[src/ptfr_pkg.sv]
// ---------------------------------------------------------------------------
// ptfr_pkg
// Shared types and constants of the priority-filtered task ring.
// ---------------------------------------------------------------------------
package ptfr_pkg;

  localparam int SLOTS_DEF = 64;
  localparam int PRIO_SHIFT = 28;
  localparam int WORD_W = 32;
  localparam int PRIO_W = 4;
  localparam int OCC_W = 6;

  localparam logic [1:0] ST_ENQUEUED = 2'd0;
  localparam logic [1:0] ST_FULL = 2'd1;
  localparam logic [1:0] ST_DISPATCHED = 2'd2;
  localparam logic [1:0] ST_DONE = 2'd3;

  localparam logic ACT_ENQUEUE = 1'b0;
  localparam logic ACT_DRAIN = 1'b1;

  typedef struct packed {
    logic               is_drain;
    logic [WORD_W-1:0]  dispatch_word;
    logic [WORD_W-1:0]  task_arg;
    logic [PRIO_W-1:0]  threshold;
  } cmd_t;

endpackage

[src/priority_filtered_task_ring.sv]
// ---------------------------------------------------------------------------
// priority_filtered_task_ring
// Circular task ring with enqueue and a priority-filtered scheduling drain.
// ---------------------------------------------------------------------------
//  channel | handshake            | payload
//  input   | in_valid / in_ready   | action, dispatch word, argument, threshold
//  output  | out_valid / out_ready | status, dispatch, argument, occupancy, last
//
// An enqueue is handled by the engine once the output register is free.
// A drain has a start step, a read and a decision step per popped entry,
// a final check step if the ring empties, and a step for the done result.
// The two-entry command queue accepts input while the engine is busy.
// Reset is synchronous; the entry memory is not cleared.
// Each side stalls on its own; the engine waits only when a result is due.
module priority_filtered_task_ring #(
  parameter int SLOTS = ptfr_pkg::SLOTS_DEF
) (
  input  logic                        clk,
  input  logic                        rst_n,
  input  logic                        in_valid,
  output logic                        in_ready,
  input  logic                        in_action,
  input  logic [ptfr_pkg::WORD_W-1:0] in_dispatch_word,
  input  logic [ptfr_pkg::WORD_W-1:0] in_task_arg,
  input  logic [ptfr_pkg::PRIO_W-1:0] in_priority_threshold,
  output logic                        out_valid,
  input  logic                        out_ready,
  output logic [1:0]                  out_status,
  output logic [ptfr_pkg::WORD_W-1:0] out_dispatch,
  output logic [ptfr_pkg::WORD_W-1:0] out_arg,
  output logic [ptfr_pkg::OCC_W-1:0]  out_occupancy,
  output logic                        out_last
);

  logic           cmd_valid;
  logic           cmd_pop;
  ptfr_pkg::cmd_t cmd;

  ptfr_front u_front (
    .clk                   (clk),
    .rst_n                 (rst_n),
    .in_valid              (in_valid),
    .in_ready              (in_ready),
    .in_action             (in_action),
    .in_dispatch_word      (in_dispatch_word),
    .in_task_arg           (in_task_arg),
    .in_priority_threshold (in_priority_threshold),
    .cmd_valid             (cmd_valid),
    .cmd                   (cmd),
    .cmd_pop               (cmd_pop)
  );

  ptfr_back #(
    .SLOTS (SLOTS)
  ) u_back (
    .clk           (clk),
    .rst_n         (rst_n),
    .cmd_valid     (cmd_valid),
    .cmd           (cmd),
    .cmd_pop       (cmd_pop),
    .out_valid     (out_valid),
    .out_ready     (out_ready),
    .out_status    (out_status),
    .out_dispatch  (out_dispatch),
    .out_arg       (out_arg),
    .out_occupancy (out_occupancy),
    .out_last      (out_last)
  );

endmodule

[src/ptfr_front.sv]
// ---------------------------------------------------------------------------
// ptfr_front
// Accepts input transactions, classifies them and holds them in a
// two-entry command queue for the ring engine.
// ---------------------------------------------------------------------------
module ptfr_front (
  input  logic                        clk,
  input  logic                        rst_n,
  input  logic                        in_valid,
  output logic                        in_ready,
  input  logic                        in_action,
  input  logic [ptfr_pkg::WORD_W-1:0] in_dispatch_word,
  input  logic [ptfr_pkg::WORD_W-1:0] in_task_arg,
  input  logic [ptfr_pkg::PRIO_W-1:0] in_priority_threshold,
  output logic                        cmd_valid,
  output ptfr_pkg::cmd_t              cmd,
  input  logic                        cmd_pop
);

  ptfr_pkg::cmd_t q_r [2];
  logic           wp_r, wp_nxt;
  logic           rp_r, rp_nxt;
  logic [1:0]     cnt_r, cnt_nxt;
  logic           push;
  ptfr_pkg::cmd_t in_cmd;

  assign in_ready  = (cnt_r != 2'd2);
  assign push      = in_valid && in_ready;
  assign cmd_valid = (cnt_r != 2'd0);
  assign cmd       = q_r[rp_r];

  always_comb begin
    in_cmd.is_drain      = (in_action == ptfr_pkg::ACT_DRAIN);
    in_cmd.dispatch_word = in_dispatch_word;
    in_cmd.task_arg      = in_task_arg;
    in_cmd.threshold     = in_priority_threshold;
    wp_nxt  = push ? ~wp_r : wp_r;
    rp_nxt  = cmd_pop ? ~rp_r : rp_r;
    cnt_nxt = cnt_r + {1'b0, push} - {1'b0, cmd_pop};
  end

  always_ff @(posedge clk) begin
    if (push) begin
      q_r[wp_r] <= in_cmd;
    end
  end

  always_ff @(posedge clk) begin
    if (!rst_n) begin
      wp_r  <= 1'b0;
      rp_r  <= 1'b0;
      cnt_r <= 2'd0;
    end else begin
      wp_r  <= wp_nxt;
      rp_r  <= rp_nxt;
      cnt_r <= cnt_nxt;
    end
  end

endmodule

[src/ptfr_back.sv]
// ---------------------------------------------------------------------------
// ptfr_back
// Ring engine: entry memory, pointers, the scheduling drain sequencer and
// the output register.
// ---------------------------------------------------------------------------
module ptfr_back #(
  parameter int SLOTS = ptfr_pkg::SLOTS_DEF
) (
  input  logic                        clk,
  input  logic                        rst_n,
  input  logic                        cmd_valid,
  input  ptfr_pkg::cmd_t              cmd,
  output logic                        cmd_pop,
  output logic                        out_valid,
  input  logic                        out_ready,
  output logic [1:0]                  out_status,
  output logic [ptfr_pkg::WORD_W-1:0] out_dispatch,
  output logic [ptfr_pkg::WORD_W-1:0] out_arg,
  output logic [ptfr_pkg::OCC_W-1:0]  out_occupancy,
  output logic                        out_last
);

  localparam int PW = $clog2(SLOTS);
  localparam int EW = 2 * ptfr_pkg::WORD_W;

  typedef enum logic [3:0] {
    S_IDLE  = 4'b0001,
    S_CHECK = 4'b0010,
    S_EVAL  = 4'b0100,
    S_DONE  = 4'b1000
  } state_t;

  logic [EW-1:0] mem [SLOTS];
  logic [EW-1:0] rdata_r;

  state_t                      state_r, state_nxt;
  logic [PW-1:0]               wr_r, wr_nxt;
  logic [PW-1:0]               rd_r, rd_nxt;
  logic [PW-1:0]               skip_r, skip_nxt;
  logic [ptfr_pkg::PRIO_W-1:0] thr_r, thr_nxt;

  logic                        ov_r, ov_nxt;
  logic [1:0]                  st_r, st_nxt;
  logic [ptfr_pkg::WORD_W-1:0] od_r, od_nxt;
  logic [ptfr_pkg::WORD_W-1:0] oa_r, oa_nxt;
  logic [ptfr_pkg::OCC_W-1:0]  oc_r, oc_nxt;
  logic                        ol_r, ol_nxt;

  logic          out_free;
  logic          we;
  logic [EW-1:0] wdata;
  logic          rd_en;
  logic [PW-1:0] count;
  logic [PW-1:0] wr_inc, rd_inc;
  logic [PW:0]   wrap_sum;
  logic          full;
  logic [ptfr_pkg::PRIO_W-1:0] prio;

  function automatic logic [PW-1:0] ring_next(input logic [PW-1:0] p);
    ring_next = (p == PW'(SLOTS - 1)) ? '0 : p + 1'b1;
  endfunction

  assign out_free = !ov_r || out_ready;
  assign wr_inc   = ring_next(wr_r);
  assign rd_inc   = ring_next(rd_r);
  assign full     = (wr_inc == rd_r);
  assign wrap_sum = {1'b0, wr_r} + (PW + 1)'(SLOTS) - {1'b0, rd_r};
  assign count    = (wr_r >= rd_r) ? (wr_r - rd_r) : wrap_sum[PW-1:0];
  assign prio     = rdata_r[EW-1-:ptfr_pkg::PRIO_W];

  always_comb begin
    state_nxt = state_r;
    wr_nxt    = wr_r;
    rd_nxt    = rd_r;
    skip_nxt  = skip_r;
    thr_nxt   = thr_r;
    ov_nxt    = ov_r && !out_ready;
    st_nxt    = st_r;
    od_nxt    = od_r;
    oa_nxt    = oa_r;
    oc_nxt    = oc_r;
    ol_nxt    = ol_r;
    cmd_pop   = 1'b0;
    we        = 1'b0;
    wdata     = rdata_r;
    rd_en     = 1'b0;
    case (state_r)
      S_IDLE: begin
        if (cmd_valid && cmd.is_drain) begin
          cmd_pop   = 1'b1;
          thr_nxt   = cmd.threshold;
          skip_nxt  = '0;
          state_nxt = S_CHECK;
        end else if (cmd_valid && out_free) begin
          cmd_pop = 1'b1;
          ov_nxt  = 1'b1;
          od_nxt  = '0;
          oa_nxt  = '0;
          ol_nxt  = 1'b1;
          if (full) begin
            st_nxt = ptfr_pkg::ST_FULL;
            oc_nxt = ptfr_pkg::OCC_W'(count);
          end else begin
            we     = 1'b1;
            wdata  = {cmd.dispatch_word, cmd.task_arg};
            wr_nxt = wr_inc;
            st_nxt = ptfr_pkg::ST_ENQUEUED;
            oc_nxt = ptfr_pkg::OCC_W'(count + 1'b1);
          end
        end
      end
      S_CHECK: begin
        if (count == '0) begin
          state_nxt = S_DONE;
        end else begin
          rd_en     = 1'b1;
          rd_nxt    = rd_inc;
          state_nxt = S_EVAL;
        end
      end
      S_EVAL: begin
        if (prio <= thr_r) begin
          if (out_free) begin
            ov_nxt    = 1'b1;
            st_nxt    = ptfr_pkg::ST_DISPATCHED;
            od_nxt    = rdata_r[EW-1:ptfr_pkg::WORD_W];
            oa_nxt    = rdata_r[ptfr_pkg::WORD_W-1:0];
            oc_nxt    = ptfr_pkg::OCC_W'(count);
            ol_nxt    = 1'b0;
            skip_nxt  = '0;
            state_nxt = S_CHECK;
          end
        end else begin
          we     = 1'b1;
          wr_nxt = wr_inc;
          if (skip_r == PW'(SLOTS - 1)) begin
            skip_nxt  = '0;
            state_nxt = S_DONE;
          end else begin
            skip_nxt  = skip_r + 1'b1;
            state_nxt = S_CHECK;
          end
        end
      end
      S_DONE: begin
        if (out_free) begin
          ov_nxt    = 1'b1;
          st_nxt    = ptfr_pkg::ST_DONE;
          od_nxt    = '0;
          oa_nxt    = '0;
          oc_nxt    = ptfr_pkg::OCC_W'(count);
          ol_nxt    = 1'b1;
          state_nxt = S_IDLE;
        end
      end
      default: begin
        state_nxt = S_IDLE;
      end
    endcase
  end

  always_ff @(posedge clk) begin
    if (we) begin
      mem[wr_r] <= wdata;
    end
    if (rd_en) begin
      rdata_r <= mem[rd_r];
    end
  end

  always_ff @(posedge clk) begin
    if (!rst_n) begin
      state_r <= S_IDLE;
      wr_r    <= '0;
      rd_r    <= '0;
      skip_r  <= '0;
      ov_r    <= 1'b0;
    end else begin
      state_r <= state_nxt;
      wr_r    <= wr_nxt;
      rd_r    <= rd_nxt;
      skip_r  <= skip_nxt;
      ov_r    <= ov_nxt;
    end
  end

  always_ff @(posedge clk) begin
    thr_r <= thr_nxt;
    st_r  <= st_nxt;
    od_r  <= od_nxt;
    oa_r  <= oa_nxt;
    oc_r  <= oc_nxt;
    ol_r  <= ol_nxt;
  end

  assign out_valid     = ov_r;
  assign out_status    = st_r;
  assign out_dispatch  = od_r;
  assign out_arg       = oa_r;
  assign out_occupancy = oc_r;
  assign out_last      = ol_r;

endmodule
[config.mk]
export PLATFORM = sky130hd
export DESIGN_NAME = priority_filtered_task_ring
export DESIGN_NICKNAME = d
export VERILOG_FILES = /design/src/ptfr_pkg.sv /design/src/priority_filtered_task_ring.sv /design/src/ptfr_front.sv /design/src/ptfr_back.sv
export SDC_FILE = /design/constraint.sdc
export NUM_CORES = 2
export LEC_CHECK = 0
export BUFFER_PORTS_ARGS = -buffer_cell sky130_fd_sc_hd__buf_4
export CAP_MARGIN = 20
export CORE_AREA = 2 2 686 688
export CTS_CLUSTER_SIZE = 8
export DETAILED_ROUTE_END_ITERATION = 16
export DIE_AREA = 0 0 688 690
export PLACE_DENSITY = 0.5
export SLEW_MARGIN = 40
export SYNTH_ARGS = -nofsm -noshare
export SYNTH_HDL_FRONTEND = slang
export SYNTH_MEMORY_MAX_BITS = 65536
export SYNTH_SLANG_ARGS = --single-unit
[constraint.sdc]
create_clock -name clk -period 7.05 [get_ports clk]
set_input_delay 1.41 -clock clk [delete_from_list [all_inputs] [get_ports clk]]
set_output_delay 1.41 -clock clk [all_outputs]
set_load 0.02 [all_outputs]
==> flow_summary_export.csv <==
group,metric,value,unit
critical_path,crit_type,"flop to flop",
critical_path,crit_chain,"nor4b_2 -> o21ai_1 -> nand2b_1 -> o22ai_1 -> o21ai_4 -> buf_8 -> buf_4 -> nor3_2 -> buf_4 -> buf_4",
logic_synthesis,synth-async-reset-ratio,0,
critical_path,path_max_fanout,42,
cells_and_area,mostFrequentLayoutCells,"edfxtp_1 (4375), mux4_2 (1201), clkbuf_16 (634)",
power,p_per_area,325,nW/um2
critical_path,arrival,5.49,ns
logic_synthesis,synth_compound_area_frac,0.0128,
timing,rsz0062_at_grt,"false",
clock_tree,clkTransAtPathRegs,0.05,ns
grt,grt_pass1_wl,682,mm
grt,grt_pass1_vias,83800,
logic_synthesis,ys_ff_latch,4403,
route,ant_nets,0,
route,wirelength,493,mm
timing,fin_tns_setup,0,ns
clock_tree,htreeDepth,6,
floorplanning,dieArea,475000,um2
logic_synthesis,synth_area,168000,um2
timing,slew_headroom,0.374,
cells_and_area,final_common_cell,"edfxtp_1",
grt,grt_usage,0.205,
outcome,status,"finished, final reports clean",
timing,fin_crit_sh,0.687,
clock_tree,ctsHoldBuffers,0,
route,drcViolationCount,0,
timing,fin_ws,2.20,ns
hold_path,hold_class,"flop to flop",
logic_synthesis,synth_top_family_by_area,"multiplexers",
timing,setup_viol,0,
logic_synthesis,yosys_warnings,0,
clock_tree,ctsRootBufferMaster,"clkbuf_16",
logic_synthesis,synthAdderAreaFrac,0.00131,
placed_design,dp_slack,2.06,ns
power,ir_drop,0.000249,V
logic_synthesis,synthMuxAreaShare,0.166,
grt,antenna_found_initial,21,
timing,period_needed,4.85,ns
logic_synthesis,synth.net_count,7315,
cells_and_area,synthToLayoutAreaGrowth,16.9,%
critical_path,start_kind,"flop",
clock_tree,cts_max_path_buffers,4,
clock_tree,cts_tree,"done",
logic_synthesis,syn_inst,7225,
grt,grt_max_degree,117,
critical_path,reg2reg_from,"u_back.state_r[0]",
power,leakage,59.9,nW
timing,worstMarginPinSlew,0.939,ns
route,drt-vias-per-instance,5.70,
timing,fmax,206,MHz
placed_design,io_buffers,147,
critical_path,crit_path_frequent_cell,"buf_4",
floorplanning,io_pins,148,
floorplanning,rows,251,
route,wl_per_cell,34.7,um
cells_and_area,drive_above_1_share,0.315,
grt,grt_overflow,0,
clock_tree,ctsResizeCount,0,
critical_path,cp-end-kind,"flop",
critical_path,max_stage_delay,0.68,ns
logic_synthesis,yosys.area_share.simple,0.0206,
route,vias,81000,
logic_synthesis,syn_area_per_cell,23.2,um2
critical_path,crit_slowest_cell,"buf_4",
route,drt_iter0_markers,10100,
logic_synthesis,synthDistinctLibCells,68,
clock_tree,cts_buffers,621,
placed_design,routabilityCongestion,0.786,
critical_path,required,7.70,ns
critical_path,startpoint,"u_back.state_r[0]",
timing,slew_viol_final,0,
timing,clock_skew,0.0760,ns
timing,hold_viol,0,
floorplanning,coreArea,467000,um2
hold_path,min_from,"u_front.q_r[1][1]",
clock_tree,insertion_delay,1.09,ns
logic_synthesis,synth-edff-count,4375,
logic_synthesis,ys.flop_type,"edfxtp_1",
logic_synthesis,synth-xor-area-share,0.000991,
clock_tree,clock_sinks,4403,
floorplanning,die_h,690,um
floorplanning,start_util,0.360,
flow_run,maxCapViolations,0,
logic_synthesis,synth_seq_area_share,0.786,
route,drtPass1Iterations,7,
placed_design,hpwlAfterDp,263,mm
clock_tree,post_cts_buffers,0,
floorplanning,fp.dieW,688,um
cells_and_area,final_nets,7995,
-- where the power goes --
part           total [mW]  internal [mW]  switching, mW  leakage, nW
Clock                26.6           15.9           10.7         8.21
Sequential           31.7           31.6          0.149         39.7
Combinational        5.48           1.27           4.21         12.0
-- final timing paths --
check / endpoint / slack (ns) / cells after the start
min: u_back.thr_r[1] / 0.50 / 1
max: u_back.mem[56][16] / 2.20 / 10
min reg2reg: u_back.thr_r[1] / 0.50 / 1
max reg2reg: u_back.mem[56][16] / 2.20 / 10
-- flip-flops by register name, indices dropped and copies added (netlist names), named ones only --
signal and cells:
u_back.out_arg 32, u_back.mem 4096, u_back.rd_r 6, u_back.out_occupancy 6
u_back.thr_r 4, u_back.skip_r 6, u_front.cnt_r 2, u_front.q_r 138
u_back.out_dispatch 32, u_front.wp_r 1, u_back.wr_r 6, u_back.out_status 2
u_back.out_last 1, u_front.rp_r 1, u_back.state_r 4, u_back.rdata_r 64
u_back.out_valid 1
-- final cells by class --
cell class | instances | area (um2)
timing repair buffer | 461 | 4530
antenna | 11 | 27.5
clock buffer | 669 | 16000
fill | 40000 | 270000
tap | 6198 | 7750
inverter | 21 | 104
clock inverter | 47 | 808
multi-input combinational | 2397 | 35100
sequential | 4403 | 132000
-- worst max-delay path: cells and delay by family (launching register included) --
family          cells  cell delay, ns
compound gates      3            0.93
buf+inv             4            1.77
flops               1            0.46
simple gates        3            1.08
-- kinds of logic after synthesis --
kind of cell / count (synthesis)
simple gates: 752
buf+inv: 425
compound gates: 323
flops: 4403
fa+ha+maj: 17
mux: 1286
xor+xnor: 19
-- per-layer routing --
layer | GRT usage | vias to the layer above | routed length [um]
li1 | - | 31900 | -
met2 | 0.327 | 3405 | 235000
met1 | 0.293 | 44900 | 212000
met3 | 0.0322 | 794 | 32600
met5 | 0 | - | 13
met4 | 0.0553 | 2 | 13100
-- cell usage after synthesis (11+ instances only) --
master       n  area share
ha_1        16      0.0012
xnor2_1     11     0.00057
nand3_1     52      0.0016
a22oi_1     14     0.00063
mux4_2    1201        0.16
a32oi_1     27      0.0014
edfxtp_1  4375        0.78
nand2_1    391      0.0087
a22o_1      14     0.00073
o22ai_1     64      0.0024
o21ai_0     63      0.0019
and2_1      71      0.0026
o21ai_1     27     0.00081
dfxtp_1     28      0.0033
buf_2      133      0.0040
a21oi_1     16     0.00048
a221o_1     14     0.00083
nor2_1      78      0.0017
nor3_1      64      0.0019
buf_6       15      0.0010
buf_4       39      0.0017
inv_1       19     0.00042
mux2i_1     80      0.0048
clkbuf_1   177      0.0040
buf_1       37     0.00083
a31oi_1     46      0.0017
and3_1      49      0.0018
-- through the flow --
step | util | cells | cell area, um2 | hold slack (ns) | power (mW)
2_1_floorplan | - | 7225 | 168000 | 0.454 | 35.2
3_3_place_gp | 0.382 | 13400 | 178000 | 0.464 | 37.5
3_5_place_dp | 0.384 | 13500 | 179000 | 0.506 | 37.8
4_1_cts | 0.420 | 14200 | 196000 | 0.450 | 64.4
5_1_grt | 0.420 | 14200 | 196000 | 0.474 | 65.8
6_report | 0.421 | 14200 | 196000 | 0.505 | 63.8
No activity file was read; power rests on OpenSTA's default activity.
